[src/design/lei_pkg.sv]
// Shared constants and saturating helpers for the Lorenz Euler integrator.
// No dependencies.
package lei_pkg;

   localparam int FRAC_BITS_DEF = 16;
   localparam int MAX_POINTS_DEF = 65536;
   localparam logic [16:0] COUNT_RESET = 17'd50000;

   // csr register indexes
   localparam logic [2:0] REG_SIGMA = 3'd0;
   localparam logic [2:0] REG_RHO = 3'd1;
   localparam logic [2:0] REG_BETA = 3'd2;
   localparam logic [2:0] REG_STEP_SIZE = 3'd3;
   localparam logic [2:0] REG_START_X = 3'd4;
   localparam logic [2:0] REG_START_Y = 3'd5;
   localparam logic [2:0] REG_START_Z = 3'd6;
   localparam logic [2:0] REG_POINT_COUNT = 3'd7;

   localparam logic signed [31:0] SAT_MAX = 32'sh7fff_ffff;
   localparam logic signed [31:0] SAT_MIN = 32'sh8000_0000;

   function automatic logic signed [31:0] sat33(input logic signed [32:0] s);
      if (s[32] != s[31]) begin
         return s[32] ? SAT_MIN : SAT_MAX;
      end
      return s[31:0];
   endfunction

   function automatic logic signed [31:0] sat_add(input logic signed [31:0] a,
                                                  input logic signed [31:0] b);
      logic signed [32:0] s;
      s = 33'(a) + 33'(b);
      return sat33(s);
   endfunction

   function automatic logic signed [31:0] sat_sub(input logic signed [31:0] a,
                                                  input logic signed [31:0] b);
      logic signed [32:0] s;
      s = 33'(a) - 33'(b);
      return sat33(s);
   endfunction

endpackage

[src/design/lei_fxmul.sv]
// Shared fixed-point multiplier: registered 32x32 signed product, then floor
// shift by the fraction width and saturation to 32 bits. Uses lei_pkg.
module lei_fxmul #(
   parameter int FRAC_BITS = lei_pkg::FRAC_BITS_DEF
) (
   input  logic               clock,
   input  logic signed [31:0] op_a,
   input  logic signed [31:0] op_b,
   output logic signed [31:0] result
);

   logic signed [63:0] prod_ff;
   logic signed [63:0] prod_in;
   logic signed [63:0] shifted;

   assign prod_in = 64'(op_a) * 64'(op_b);

   always_ff @(posedge clock) begin
      prod_ff <= prod_in;
   end

   // arithmetic shift is a floor toward minus infinity
   assign shifted = prod_ff >>> FRAC_BITS;

   always_comb begin
      if ((&shifted[63:31]) || !(|shifted[63:31])) begin
         result = shifted[31:0];
      end else begin
         result = shifted[63] ? lei_pkg::SAT_MIN : lei_pkg::SAT_MAX;
      end
   end

endmodule

[src/design/lorenz_euler_integrator.sv]
// Lorenz attractor point generator, forward Euler in signed fixed point.
// A restart or wrap request loads the start point as its result; an advancing
// request first runs 8 sequencer steps through the one shared multiplier, then
// the result load. The result load waits while the output is stalled, and a new
// request is taken only once the previous result is loaded. Synchronous reset loads
// the default coefficients and start point; the first request loads the start.
module lorenz_euler_integrator #(
   parameter int FRAC_BITS = lei_pkg::FRAC_BITS_DEF,
   parameter int MAX_POINTS = lei_pkg::MAX_POINTS_DEF
) (
   input  logic               clock,
   input  logic               reset,
   input  logic               csr_write_en,
   input  logic [2:0]         csr_index,
   input  logic [31:0]        csr_wdata,
   input  logic               req_valid,
   output logic               req_stall,
   input  logic               req_restart,
   output logic               rsp_valid,
   input  logic               rsp_stall,
   output logic signed [31:0] rsp_pos_x,
   output logic signed [31:0] rsp_pos_y,
   output logic signed [31:0] rsp_pos_z,
   output logic [15:0]        rsp_point_index,
   output logic [7:0]         rsp_color_red,
   output logic [6:0]         rsp_color_green,
   output logic [5:0]         rsp_color_blue,
   output logic               rsp_is_last
);

   localparam longint One = longint'(1) << FRAC_BITS;
   localparam logic signed [31:0] SigmaReset = 32'(longint'(10) * One);
   localparam logic signed [31:0] RhoReset = 32'(longint'(28) * One);
   localparam logic signed [31:0] BetaReset = 32'((longint'(16) * One + 3) / 6);
   localparam logic [30:0] DtReset = 31'((One + 50) / 100);
   localparam int CountCap = (MAX_POINTS < 65536) ? MAX_POINTS : 65536;
   localparam logic [16:0] CountLimit = 17'(CountCap);

   localparam logic [1:0] ST_IDLE = 2'd0;
   localparam logic [1:0] ST_CALC = 2'd1;
   localparam logic [1:0] ST_DONE = 2'd2;

   // sequencer steps: issue at step s, capture the product at step s+1
   localparam logic [2:0] SQ_DTS = 3'd0;
   localparam logic [2:0] SQ_XRZ = 3'd1;
   localparam logic [2:0] SQ_XY = 3'd2;
   localparam logic [2:0] SQ_BZ = 3'd3;
   localparam logic [2:0] SQ_NX = 3'd4;
   localparam logic [2:0] SQ_NY = 3'd5;
   localparam logic [2:0] SQ_NZ = 3'd6;
   localparam logic [2:0] SQ_END = 3'd7;

   logic signed [31:0] sigma_ff, rho_ff, beta_ff;
   logic [30:0]        step_size_ff;
   logic signed [31:0] start_x_ff, start_y_ff, start_z_ff;
   logic [16:0]        point_count_ff;

   logic [1:0]         state_ff;
   logic [2:0]         step_ff;
   logic               load_ff;
   logic [16:0]        count_ff;
   logic               run_started_ff;
   logic signed [31:0] cur_x_ff, cur_y_ff, cur_z_ff;
   logic [15:0]        cur_index_ff;

   logic signed [31:0] dts_ff, xrz_ff, xy_ff, bz_ff, nx_ff, ny_ff, nz_ff;

   logic               rsp_valid_ff;
   logic signed [31:0] rsp_x_ff, rsp_y_ff, rsp_z_ff;
   logic [15:0]        rsp_index_ff;
   logic               rsp_last_ff;

   logic signed [31:0] dt_ext;
   logic signed [31:0] op_a, op_b, mul_res;
   logic [16:0]        count_min, eff_count;
   logic               req_fire, load_in, out_free;
   logic [15:0]        index_in;
   logic signed [31:0] x_in, y_in, z_in;

   assign dt_ext = {1'b0, step_size_ff};

   always_comb begin
      count_min = (point_count_ff == 17'd0) ? 17'd1 : point_count_ff;
      eff_count = (count_min > CountLimit) ? CountLimit : count_min;
   end

   assign req_stall = (state_ff != ST_IDLE);
   assign req_fire = req_valid && !req_stall;
   assign load_in = req_restart || !run_started_ff ||
                    (({1'b0, cur_index_ff} + 17'd1) >= eff_count);
   assign out_free = !rsp_valid_ff || !rsp_stall;

   always_comb begin
      case (step_ff)
         SQ_DTS: begin
            op_a = dt_ext;
            op_b = sigma_ff;
         end
         SQ_XRZ: begin
            op_a = cur_x_ff;
            op_b = lei_pkg::sat_sub(rho_ff, cur_z_ff);
         end
         SQ_XY: begin
            op_a = cur_x_ff;
            op_b = cur_y_ff;
         end
         SQ_BZ: begin
            op_a = beta_ff;
            op_b = cur_z_ff;
         end
         SQ_NX: begin
            op_a = dts_ff;
            op_b = lei_pkg::sat_sub(cur_y_ff, cur_x_ff);
         end
         SQ_NY: begin
            op_a = dt_ext;
            op_b = lei_pkg::sat_sub(xrz_ff, cur_y_ff);
         end
         SQ_NZ: begin
            op_a = dt_ext;
            op_b = lei_pkg::sat_sub(xy_ff, bz_ff);
         end
         default: begin
            op_a = '0;
            op_b = '0;
         end
      endcase
   end

   lei_fxmul #(.FRAC_BITS(FRAC_BITS)) u_fxmul (
      .clock (clock),
      .op_a  (op_a),
      .op_b  (op_b),
      .result(mul_res)
   );

   always_ff @(posedge clock) begin
      if (state_ff == ST_CALC) begin
         case (step_ff)
            SQ_XRZ: dts_ff <= mul_res;
            SQ_XY:  xrz_ff <= mul_res;
            SQ_BZ:  xy_ff <= mul_res;
            SQ_NX:  bz_ff <= mul_res;
            SQ_NY:  nx_ff <= lei_pkg::sat_add(cur_x_ff, mul_res);
            SQ_NZ:  ny_ff <= lei_pkg::sat_add(cur_y_ff, mul_res);
            SQ_END: nz_ff <= lei_pkg::sat_add(cur_z_ff, mul_res);
            default: begin
            end
         endcase
      end
   end

   always_comb begin
      if (load_ff) begin
         x_in = start_x_ff;
         y_in = start_y_ff;
         z_in = start_z_ff;
         index_in = '0;
      end else begin
         x_in = nx_ff;
         y_in = ny_ff;
         z_in = nz_ff;
         index_in = cur_index_ff + 16'd1;
      end
   end

   // configuration registers
   always_ff @(posedge clock) begin
      if (reset) begin
         sigma_ff <= SigmaReset;
         rho_ff <= RhoReset;
         beta_ff <= BetaReset;
         step_size_ff <= DtReset;
         start_x_ff <= 32'(DtReset);
         start_y_ff <= '0;
         start_z_ff <= '0;
         point_count_ff <= lei_pkg::COUNT_RESET;
      end else if (csr_write_en) begin
         unique case (csr_index)
            lei_pkg::REG_SIGMA:       sigma_ff <= csr_wdata;
            lei_pkg::REG_RHO:         rho_ff <= csr_wdata;
            lei_pkg::REG_BETA:        beta_ff <= csr_wdata;
            lei_pkg::REG_STEP_SIZE:   step_size_ff <= csr_wdata[30:0];
            lei_pkg::REG_START_X:     start_x_ff <= csr_wdata;
            lei_pkg::REG_START_Y:     start_y_ff <= csr_wdata;
            lei_pkg::REG_START_Z:     start_z_ff <= csr_wdata;
            lei_pkg::REG_POINT_COUNT: point_count_ff <= csr_wdata[16:0];
            default: begin
            end
         endcase
      end
   end

   // sequencer and trajectory state
   always_ff @(posedge clock) begin
      if (reset) begin
         state_ff <= ST_IDLE;
         step_ff <= SQ_DTS;
         load_ff <= 1'b0;
         count_ff <= lei_pkg::COUNT_RESET;
         run_started_ff <= 1'b0;
         cur_x_ff <= 32'(DtReset);
         cur_y_ff <= '0;
         cur_z_ff <= '0;
         cur_index_ff <= '0;
         rsp_valid_ff <= 1'b0;
      end else begin
         // a result loaded in ST_DONE replaces the one taken this cycle
         if (rsp_valid_ff && !rsp_stall && state_ff != ST_DONE) begin
            rsp_valid_ff <= 1'b0;
         end
         unique case (state_ff)
            ST_IDLE: begin
               if (req_fire) begin
                  load_ff <= load_in;
                  count_ff <= eff_count;
                  step_ff <= SQ_DTS;
                  state_ff <= load_in ? ST_DONE : ST_CALC;
               end
            end
            ST_CALC: begin
               step_ff <= step_ff + 3'd1;
               if (step_ff == SQ_END) begin
                  state_ff <= ST_DONE;
               end
            end
            ST_DONE: begin
               if (out_free) begin
                  cur_x_ff <= x_in;
                  cur_y_ff <= y_in;
                  cur_z_ff <= z_in;
                  cur_index_ff <= index_in;
                  run_started_ff <= 1'b1;
                  rsp_valid_ff <= 1'b1;
                  state_ff <= ST_IDLE;
               end
            end
            default: state_ff <= ST_IDLE;
         endcase
      end
   end

   // result payload
   always_ff @(posedge clock) begin
      if (state_ff == ST_DONE && out_free) begin
         rsp_x_ff <= x_in;
         rsp_y_ff <= y_in;
         rsp_z_ff <= z_in;
         rsp_index_ff <= index_in;
         rsp_last_ff <= (({1'b0, index_in} + 17'd1) == count_ff);
      end
   end

   assign rsp_valid = rsp_valid_ff;
   assign rsp_pos_x = rsp_x_ff;
   assign rsp_pos_y = rsp_y_ff;
   assign rsp_pos_z = rsp_z_ff;
   assign rsp_point_index = rsp_index_ff;
   assign rsp_color_red = rsp_index_ff[7:0];
   assign rsp_color_green = rsp_index_ff[6:0];
   assign rsp_color_blue = rsp_index_ff[5:0];
   assign rsp_is_last = rsp_last_ff;

endmodule

[config.mk]
export PLATFORM = sky130hd
export DESIGN_NAME = lorenz_euler_integrator
export DESIGN_NICKNAME = d
export VERILOG_FILES = /design/src/design/lei_pkg.sv /design/src/design/lei_fxmul.sv /design/src/design/lorenz_euler_integrator.sv
export SDC_FILE = /design/constraint.sdc
export NUM_CORES = 2
export LEC_CHECK = 0
export BUFFER_PORTS_ARGS = -buffer_cell sky130_fd_sc_hd__buf_2
export CAP_MARGIN = 0
export CELL_PAD_IN_SITES_DETAIL_PLACEMENT = 1
export CELL_PAD_IN_SITES_GLOBAL_PLACEMENT = 2
export CORE_MARGIN = 2
export CORE_UTILIZATION = 46
export CTS_BUF_LIST = sky130_fd_sc_hd__clkbuf_4
export DETAILED_ROUTE_END_ITERATION = 7
export PLACE_DENSITY_LB_ADDON = 0.1
export SYNTH_ARGS = -nofsm -noshare
export SYNTH_HDL_FRONTEND = slang
export SYNTH_SLANG_ARGS = --single-unit
export TNS_END_PERCENT = 5
[constraint.sdc]
create_clock -name clock -period 18.7 [get_ports clock]
set_input_delay 0.935 -clock clock [delete_from_list [all_inputs] [get_ports clock]]
set_output_delay 0.935 -clock clock [all_outputs]
set_load 0.01 [all_outputs]
**Yosys cells after proc, flatten, opt, wreduce, memory -nomap -nowiden**

Index checks and enable logic that the tools add are counted.

- Div/mod/pow operators: 0
- Mux-type cells: 58
- Eq/ne operators: 28
- Order comparisons: 2
- Shifts and indexed selects: 0
- Add/subtract/negate cells: 11
- Bitwise logic cells: 0
- $mul: 1
- Reduce and logical (&&, ||, !) cells: 42

Operators by type and width:

| kind | number |
|---|---|
| 32-bit two-way mux | 26 |
| 32-bit one-hot mux with 7 select lines | 1 |
| 32-bit by 32-bit subtractor with 33-bit output | 4 |
| 32-bit one-hot mux with 4 select lines | 1 |
| 32-bit by 32-bit adder with 33-bit output | 3 |
| 32-bit by 32-bit multiplier with 64-bit output | 1 |
| 2-bit AND reduction | 18 |
| 16-bit by 1-bit adder with 17-bit output (second input constant) | 2 |
| 17-bit two-way mux | 2 |
| 3-bit == test (second input constant) | 8 |
| 1-bit two-way mux | 20 |
| 17-bit == test | 1 |
| 17-bit >= comparator | 1 |
| 17-bit > comparator (second input constant) | 1 |
| 17-bit logical NOT | 1 |
| 17-bit AND reduction | 1 |
| 17-bit OR reduction | 1 |
| 16-bit by 1-bit adder with 16-bit output (second input constant) | 1 |
| 16-bit two-way mux | 1 |
| 3-bit by 2-bit == test with 1-bit output (second input constant) | 4 |
| 2-bit two-way mux | 4 |
| 1-bit != test | 7 |
| 3-bit by 1-bit == test with 1-bit output (second input constant) | 2 |
| 3-bit logical NOT | 2 |
| other kinds (16) | 29 |

- Logic and storage cells: 173
- Bits in registers: 778
- Output and inout bits: 136
- RAM bits: 0
- Memories: 0
- ROM bits: 0
- Bits in latches: 0

**Longest topological paths before layout**

- Depth in word-level cells: 10
- Mapped depth: 57

**Modules after synthesis**

Synthesis repeated with hierarchy kept, for this count alone.

- Cell total of the unflattened synthesis: 8636
- Area, all modules: 78446.5 µm²

Modules (own cells, without submodules):

| module | cells each | times used | area each (µm²) |
|---|---|---|---|
| lorenz_euler_integrator | 4645 | 1 | 41198.3 |
| lei_fxmul | 3991 | 1 | 37248.2 |

**Worst setup path before layout**

Ideal clock, no wire load.

- Path kind: reg-to-reg
- Start point: register cur_x_ff[1]
- End point: register u_fxmul.prod_ff[62]
- Setup time: 0.118 ns
- Path buffers: 4
- Path slack: 6.575 ns
- Stages on the path, launching flop included: 49
- Arrival: 12.007 ns
- Path through: dfxtp_1 inv_1 ha_1 nor2b_1 o21ai_1 a21boi_0 o21ai_1 a21boi_0 o21ai_1 a21o_1 nand3_1 a41o_1 a2111o_1 a311oi_1 nor2_1 nor2_1 xnor2_1 ha_1 (+13 left out) fa_1 inv_1 fa_1 fa_1 inv_1 fa_1 inv_1 fa_1 ha_1 nand2_1 nor3_1 nand2_1 or2_2 o32a_1 o311a_1 nand2_1 a21oi_1 xnor2_1

- Cells in the longest elaborated chain, start to end: 7
- Elaborated cells on any way between the ends: 10
- Those cells by class: 1 x add/sub; 1 x mul; 1 x eq/ne; 7 x mux

RTL lines:

| what | RTL line | RTL |
|---|---|---|
| from (decl) | lorenz_euler_integrator.sv:63 | `logic signed [31:0] cur_x_ff, cur_y_ff, cur_z_ff;` |
| from (signal assigned) | lorenz_euler_integrator.sv:202 | `cur_x_ff <= 32'(DtReset);` |
| from (signal assigned) | lorenz_euler_integrator.sv:229 | `cur_x_ff <= x_in;` |
| 32-bit by 32-bit subtractor with 33-bit output | lei_pkg.sv:39 | `s = 33'(a) - 33'(b);` |
| 1-bit != test | lei_pkg.sv:23 | `if (s[32] != s[31]) begin` |
| 1-bit two-way mux | lei_pkg.sv:23 |  |
| 1-bit two-way mux | lorenz_euler_integrator.sv:94 | `case (step_ff)` |
| 32-bit two-way mux | lei_pkg.sv:26 | `return s[31:0];` |
| 32-bit one-hot mux with 7 select lines | lorenz_euler_integrator.sv:94 |  |
| 32-bit by 32-bit multiplier with 64-bit output (*) | lei_fxmul.sv:16 | `assign prod_in = 64'(op_a) * 64'(op_b);` |
| net u_fxmul.prod_in[62] | lei_fxmul.sv:13 | `logic signed [63:0] prod_in;` |
| to (signal assigned) | lei_fxmul.sv:19 | `prod_ff <= prod_in;` |
| to (decl) | lei_fxmul.sv:12 | `logic signed [63:0] prod_ff;` |

The timed path passes the listed nets; every way through them passes the cells marked *. The select of a mux whose other input is x is not followed.
A chain may end at the register's enable or synchronous reset.

**Final worst setup path**

- Start point: register cur_z_ff[1]
- End point: register u_fxmul.prod_ff[62]

- Cells in the longest elaborated chain, start to end: 7
- Elaborated cells on any way between the ends: 9
- Those cells by class: 1 x add/sub; 1 x mul; 1 x eq/ne; 6 x mux

RTL lines:

| what | RTL line | RTL |
|---|---|---|
| from (decl) | lorenz_euler_integrator.sv:63 |  |
| from (signal assigned) | lorenz_euler_integrator.sv:231 | `cur_z_ff <= z_in;` |
| 32-bit by 32-bit subtractor with 33-bit output | lei_pkg.sv:39 |  |
| 1-bit != test | lei_pkg.sv:23 |  |
| 1-bit two-way mux | lei_pkg.sv:23 |  |
| 1-bit two-way mux | lorenz_euler_integrator.sv:94 |  |
| 32-bit two-way mux | lei_pkg.sv:26 |  |
| 32-bit one-hot mux with 7 select lines (*) | lorenz_euler_integrator.sv:94 |  |
| 32-bit by 32-bit multiplier with 64-bit output (*) | lei_fxmul.sv:16 |  |
| net u_fxmul.prod_in[62] | lei_fxmul.sv:13 |  |

Marks and branches as above.

==> metrics.md <==
| Metric | Value |
|---|---|
| Syn Area/Cell | ~9.1 um^2 |
| Area occupied by multi-input gates | between 50,000 and 60,000 um^2 |
| Post-synth top area share | 0.283 |
| Latest clock arrival within the worst-skew pair | between 1 and 1.5 ns |
| Drt total wl | a little over 300,000 um |
| Final Hold Fails | 0 |
| Max-slew violation count | 0 |
| Port Buffer Count | approximately 180 |
| Initial core utilization | 0.462 |
| RSZ-0062 raised after global routing | false |
| Yosys Warn Count | 0 |
| Die ar. | 171,000 um^2 |
| Arrival time worst endpoint | 15.56 ns |
| Clock Tree Root | clkbuf_4 |
| GRT Total Usage | 0.364 |
| Main flop type after synthesis | dfxtp_1 |
| Core area | around 170,000 um^2 |
| Hold crit path type | in2reg |
| Vias in the first global route | approximately 67,000 |
| Max FFs per register | 48 |
| Worst setup margin | 4.20 ns |
| Pwr Density | 71.2 nW/um^2 |
| Largest net degree at the start of global routing | roughly 190 |
| Clock Pin Slew Worst Setup and Hold Paths | ~0.080 ns |
| Compound-Gate Fraction of Synth Area | 0.123 |
| CP top delay family | adder cells |
| Clock skew | 0.0948 ns |
| Multiplexer share of the synthesized area | 0.0152 |
| Simple-Gate Fraction of Synth Area | 0.142 |
| CP Capture Type | flop |
| Worst Path Required | between 15 and 20 ns |
| Area grow syn2layout | 8.76% |
| Number of synthesized flops with an enable pin | approximately 340 |
| Fill count | 19,360 |
| Async S/R FF share, synth | 0 |
| Adder-cell share of the synthesized area | 0.356 |
| Largest Register | u_fxmul.prod_ff |
| Max Clk Rate | around 69 MHz |
| Buffer depth of the longest clock path | 3 |
| Rel. slew slack | 0.127 |
| Layout cells sized above 1 | 0.109 |
| Vias/cell | approximately 5.7 |
| DRC | 0 |
| First-pass GRT wire length | approximately 450,000 um |
| Setup CP Type | reg2reg |
| Final core occ | 0.503 |
| Synth Area in XOR/XNOR | 0.0324 |
| CP Launch Type | flop |
| Sum Neg Setup Slack | 0 ns |
| Peak VDD IR | 71.4 uV |
| # resized after CTS | 0 |
| Drt wl/cell | 27.8 um |
| CTS Buf Count | between 200 and 250 |
| Crit path time final | 14.50 ns |
| Biggest cell delay along the critical path | between 0.8 and 0.9 ns |
| CTS tree | built |
| I/O Pins | about 180 |
| Vias | ~63,000 |
| Antenna violations before repair | 25 |
| Top cells by area, synth | fa_1 28%, edfxtp_1 13%, dfxtp_1 11% |
| Top post-synthesis cells by count | 1,347 x inv_1, 1,320 x nand2_1, 1,089 x fa_1, 665 x nor2_1, 602 x a21oi_1 |
| Clk sinks | about 760 |
| Dpl ws | about 4.6 ns |
| Detailed Routing Iterations Pass 1 | 7 |
| Die W | about 410 um |
| Post-DP HPWL | roughly 230,000 um |
| Reg area | ~19,000 um^2 |
| Most common cell in the netlist | inv_1 |
| Synth Register Bits | 762 |
| Slowest CP cell | fa_1 |
| Maxcap violations | 0 |
| Status | finished, final reports clean |
| Post-Syn Instances | between 8,000 and 9,000 |
| Routability cong. | ~0.96 |
| Final period util | 0.776 |
| Grt total ovfl | 0 |
| Area leader, netlist | fa_1 |
| Syn Std Cell Area | between 70,000 and 80,000 um^2 |
| Iteration-0 DRC Markers | roughly 5,200 |
| Leak | about 38 nW |
| Nets | 10,215 |
| Syn nets | 10,074 |
| Row cnt | 150 |
| Final setup fails | 0 |
| Chip height | 413 um |
| Cell variety after synth | between 100 and 150 |
| Combinational family with the most area after synthesis | adder cells |
| Final ANT Viol Nets | 0 |
| H-tree depth | 4 |
| Post-synthesis sequential area ratio | 0.242 |
| CP Buf/Inv Count | 10 |
| Hold slack | between 0.1 and 0.15 ns |
| Worst-Margin Slew | 1.30 ns |
| Critical-path maximum fanout | 33 |
[timing repair]
item                       4_1_cts  5_1_grt
hold endpoints to repair        40        0
setup endpoints to repair        0        0
hold buffers                    12        0
buffers inserted                 0        0
[where the power goes]
part           internal (mW)  total (mW)  switching, mW
Sequential              1.90        1.96         0.0551
Combinational          0.770        2.37           1.60
Clock                  0.816        1.63          0.817
Total                   3.49        5.96           2.47
[cells in the final DEF (no fill, tap or decap), types with 178 or more instances in the layout]
cell type  instances
dfxtp_1          424
nor2_1           648
edfxtp_1         337
a21o_1           182
clkbuf_4         322
a21oi_1          598
o21ai_0          257
fa_1            1089
buf_4            178
xnor2_1          189
inv_1           1347
nand2_1         1319
ha_1             435
[worst min-delay path, delay by kind of cell]
family | cells | cell delay [ns]
buffers and inverters | 1 | 0.22
AND/OR/NAND/NOR | 2 | 0.17
[layout make-up]
class | instances | area share
clock inverter | 66 | 0.00439
timing repair buffer | 368 | 0.0285
sequential | 762 | 0.222
clock buffer | 322 | 0.0289
inverter | 1349 | 0.0605
antenna | 10 | 0.000299
tap | 2204 | 0.0329
multi-input combinational | 5962 | 0.622
[kinds of logic (layout without fill, tap and decap cells)]
family                     count (synthesis)  in the layout
and+or+nand+nor                         2544           2544
buffers and inverters                   1784           2105
adders and majority gates               1545           1545
AOI/OAI and AO/OA                       1485           1485
DFF                                      762            762
xor gates and xnor gates                 283            283
muxes                                    105            105
other                                      0             10
[stage by stage]
step	instances	instance area (um^2)	power [mW]
final	11043	83800	5.96
after CTS	11033	83700	5.95
after detailed placement	10633	80800	4.30
after floorplan	8508	77000	3.36
after global routing	11039	83800	6.24
after global placement	10633	80800	4.26
[routing by layer]
layer / global-route usage / wire (um) / vias to the layer above
li1: - / - / 27676
met1: 0.491 / 130000 / 33167
met2: 0.578 / 141000 / 2153
met3: 0.0583 / 21000 / 494
met4: 0.165 / 15200 / 4
met5: 0 / 27 / -
[final timing paths]
kind / endpoint / cells past startpoint / start / slack (ns)
worst max register to register: u_fxmul.prod_ff[62] / 49 / cur_z_ff[1] / 4.20
worst min register to register: start_z_ff[15] / 2 / start_z_ff[15] / 0.46
worst min-delay path: beta_ff[7] / 3 / csr_wdata[7] / 0.14
worst max-delay path: u_fxmul.prod_ff[62] / 49 / cur_z_ff[1] / 4.20
(Power assumes the default switching activity.)
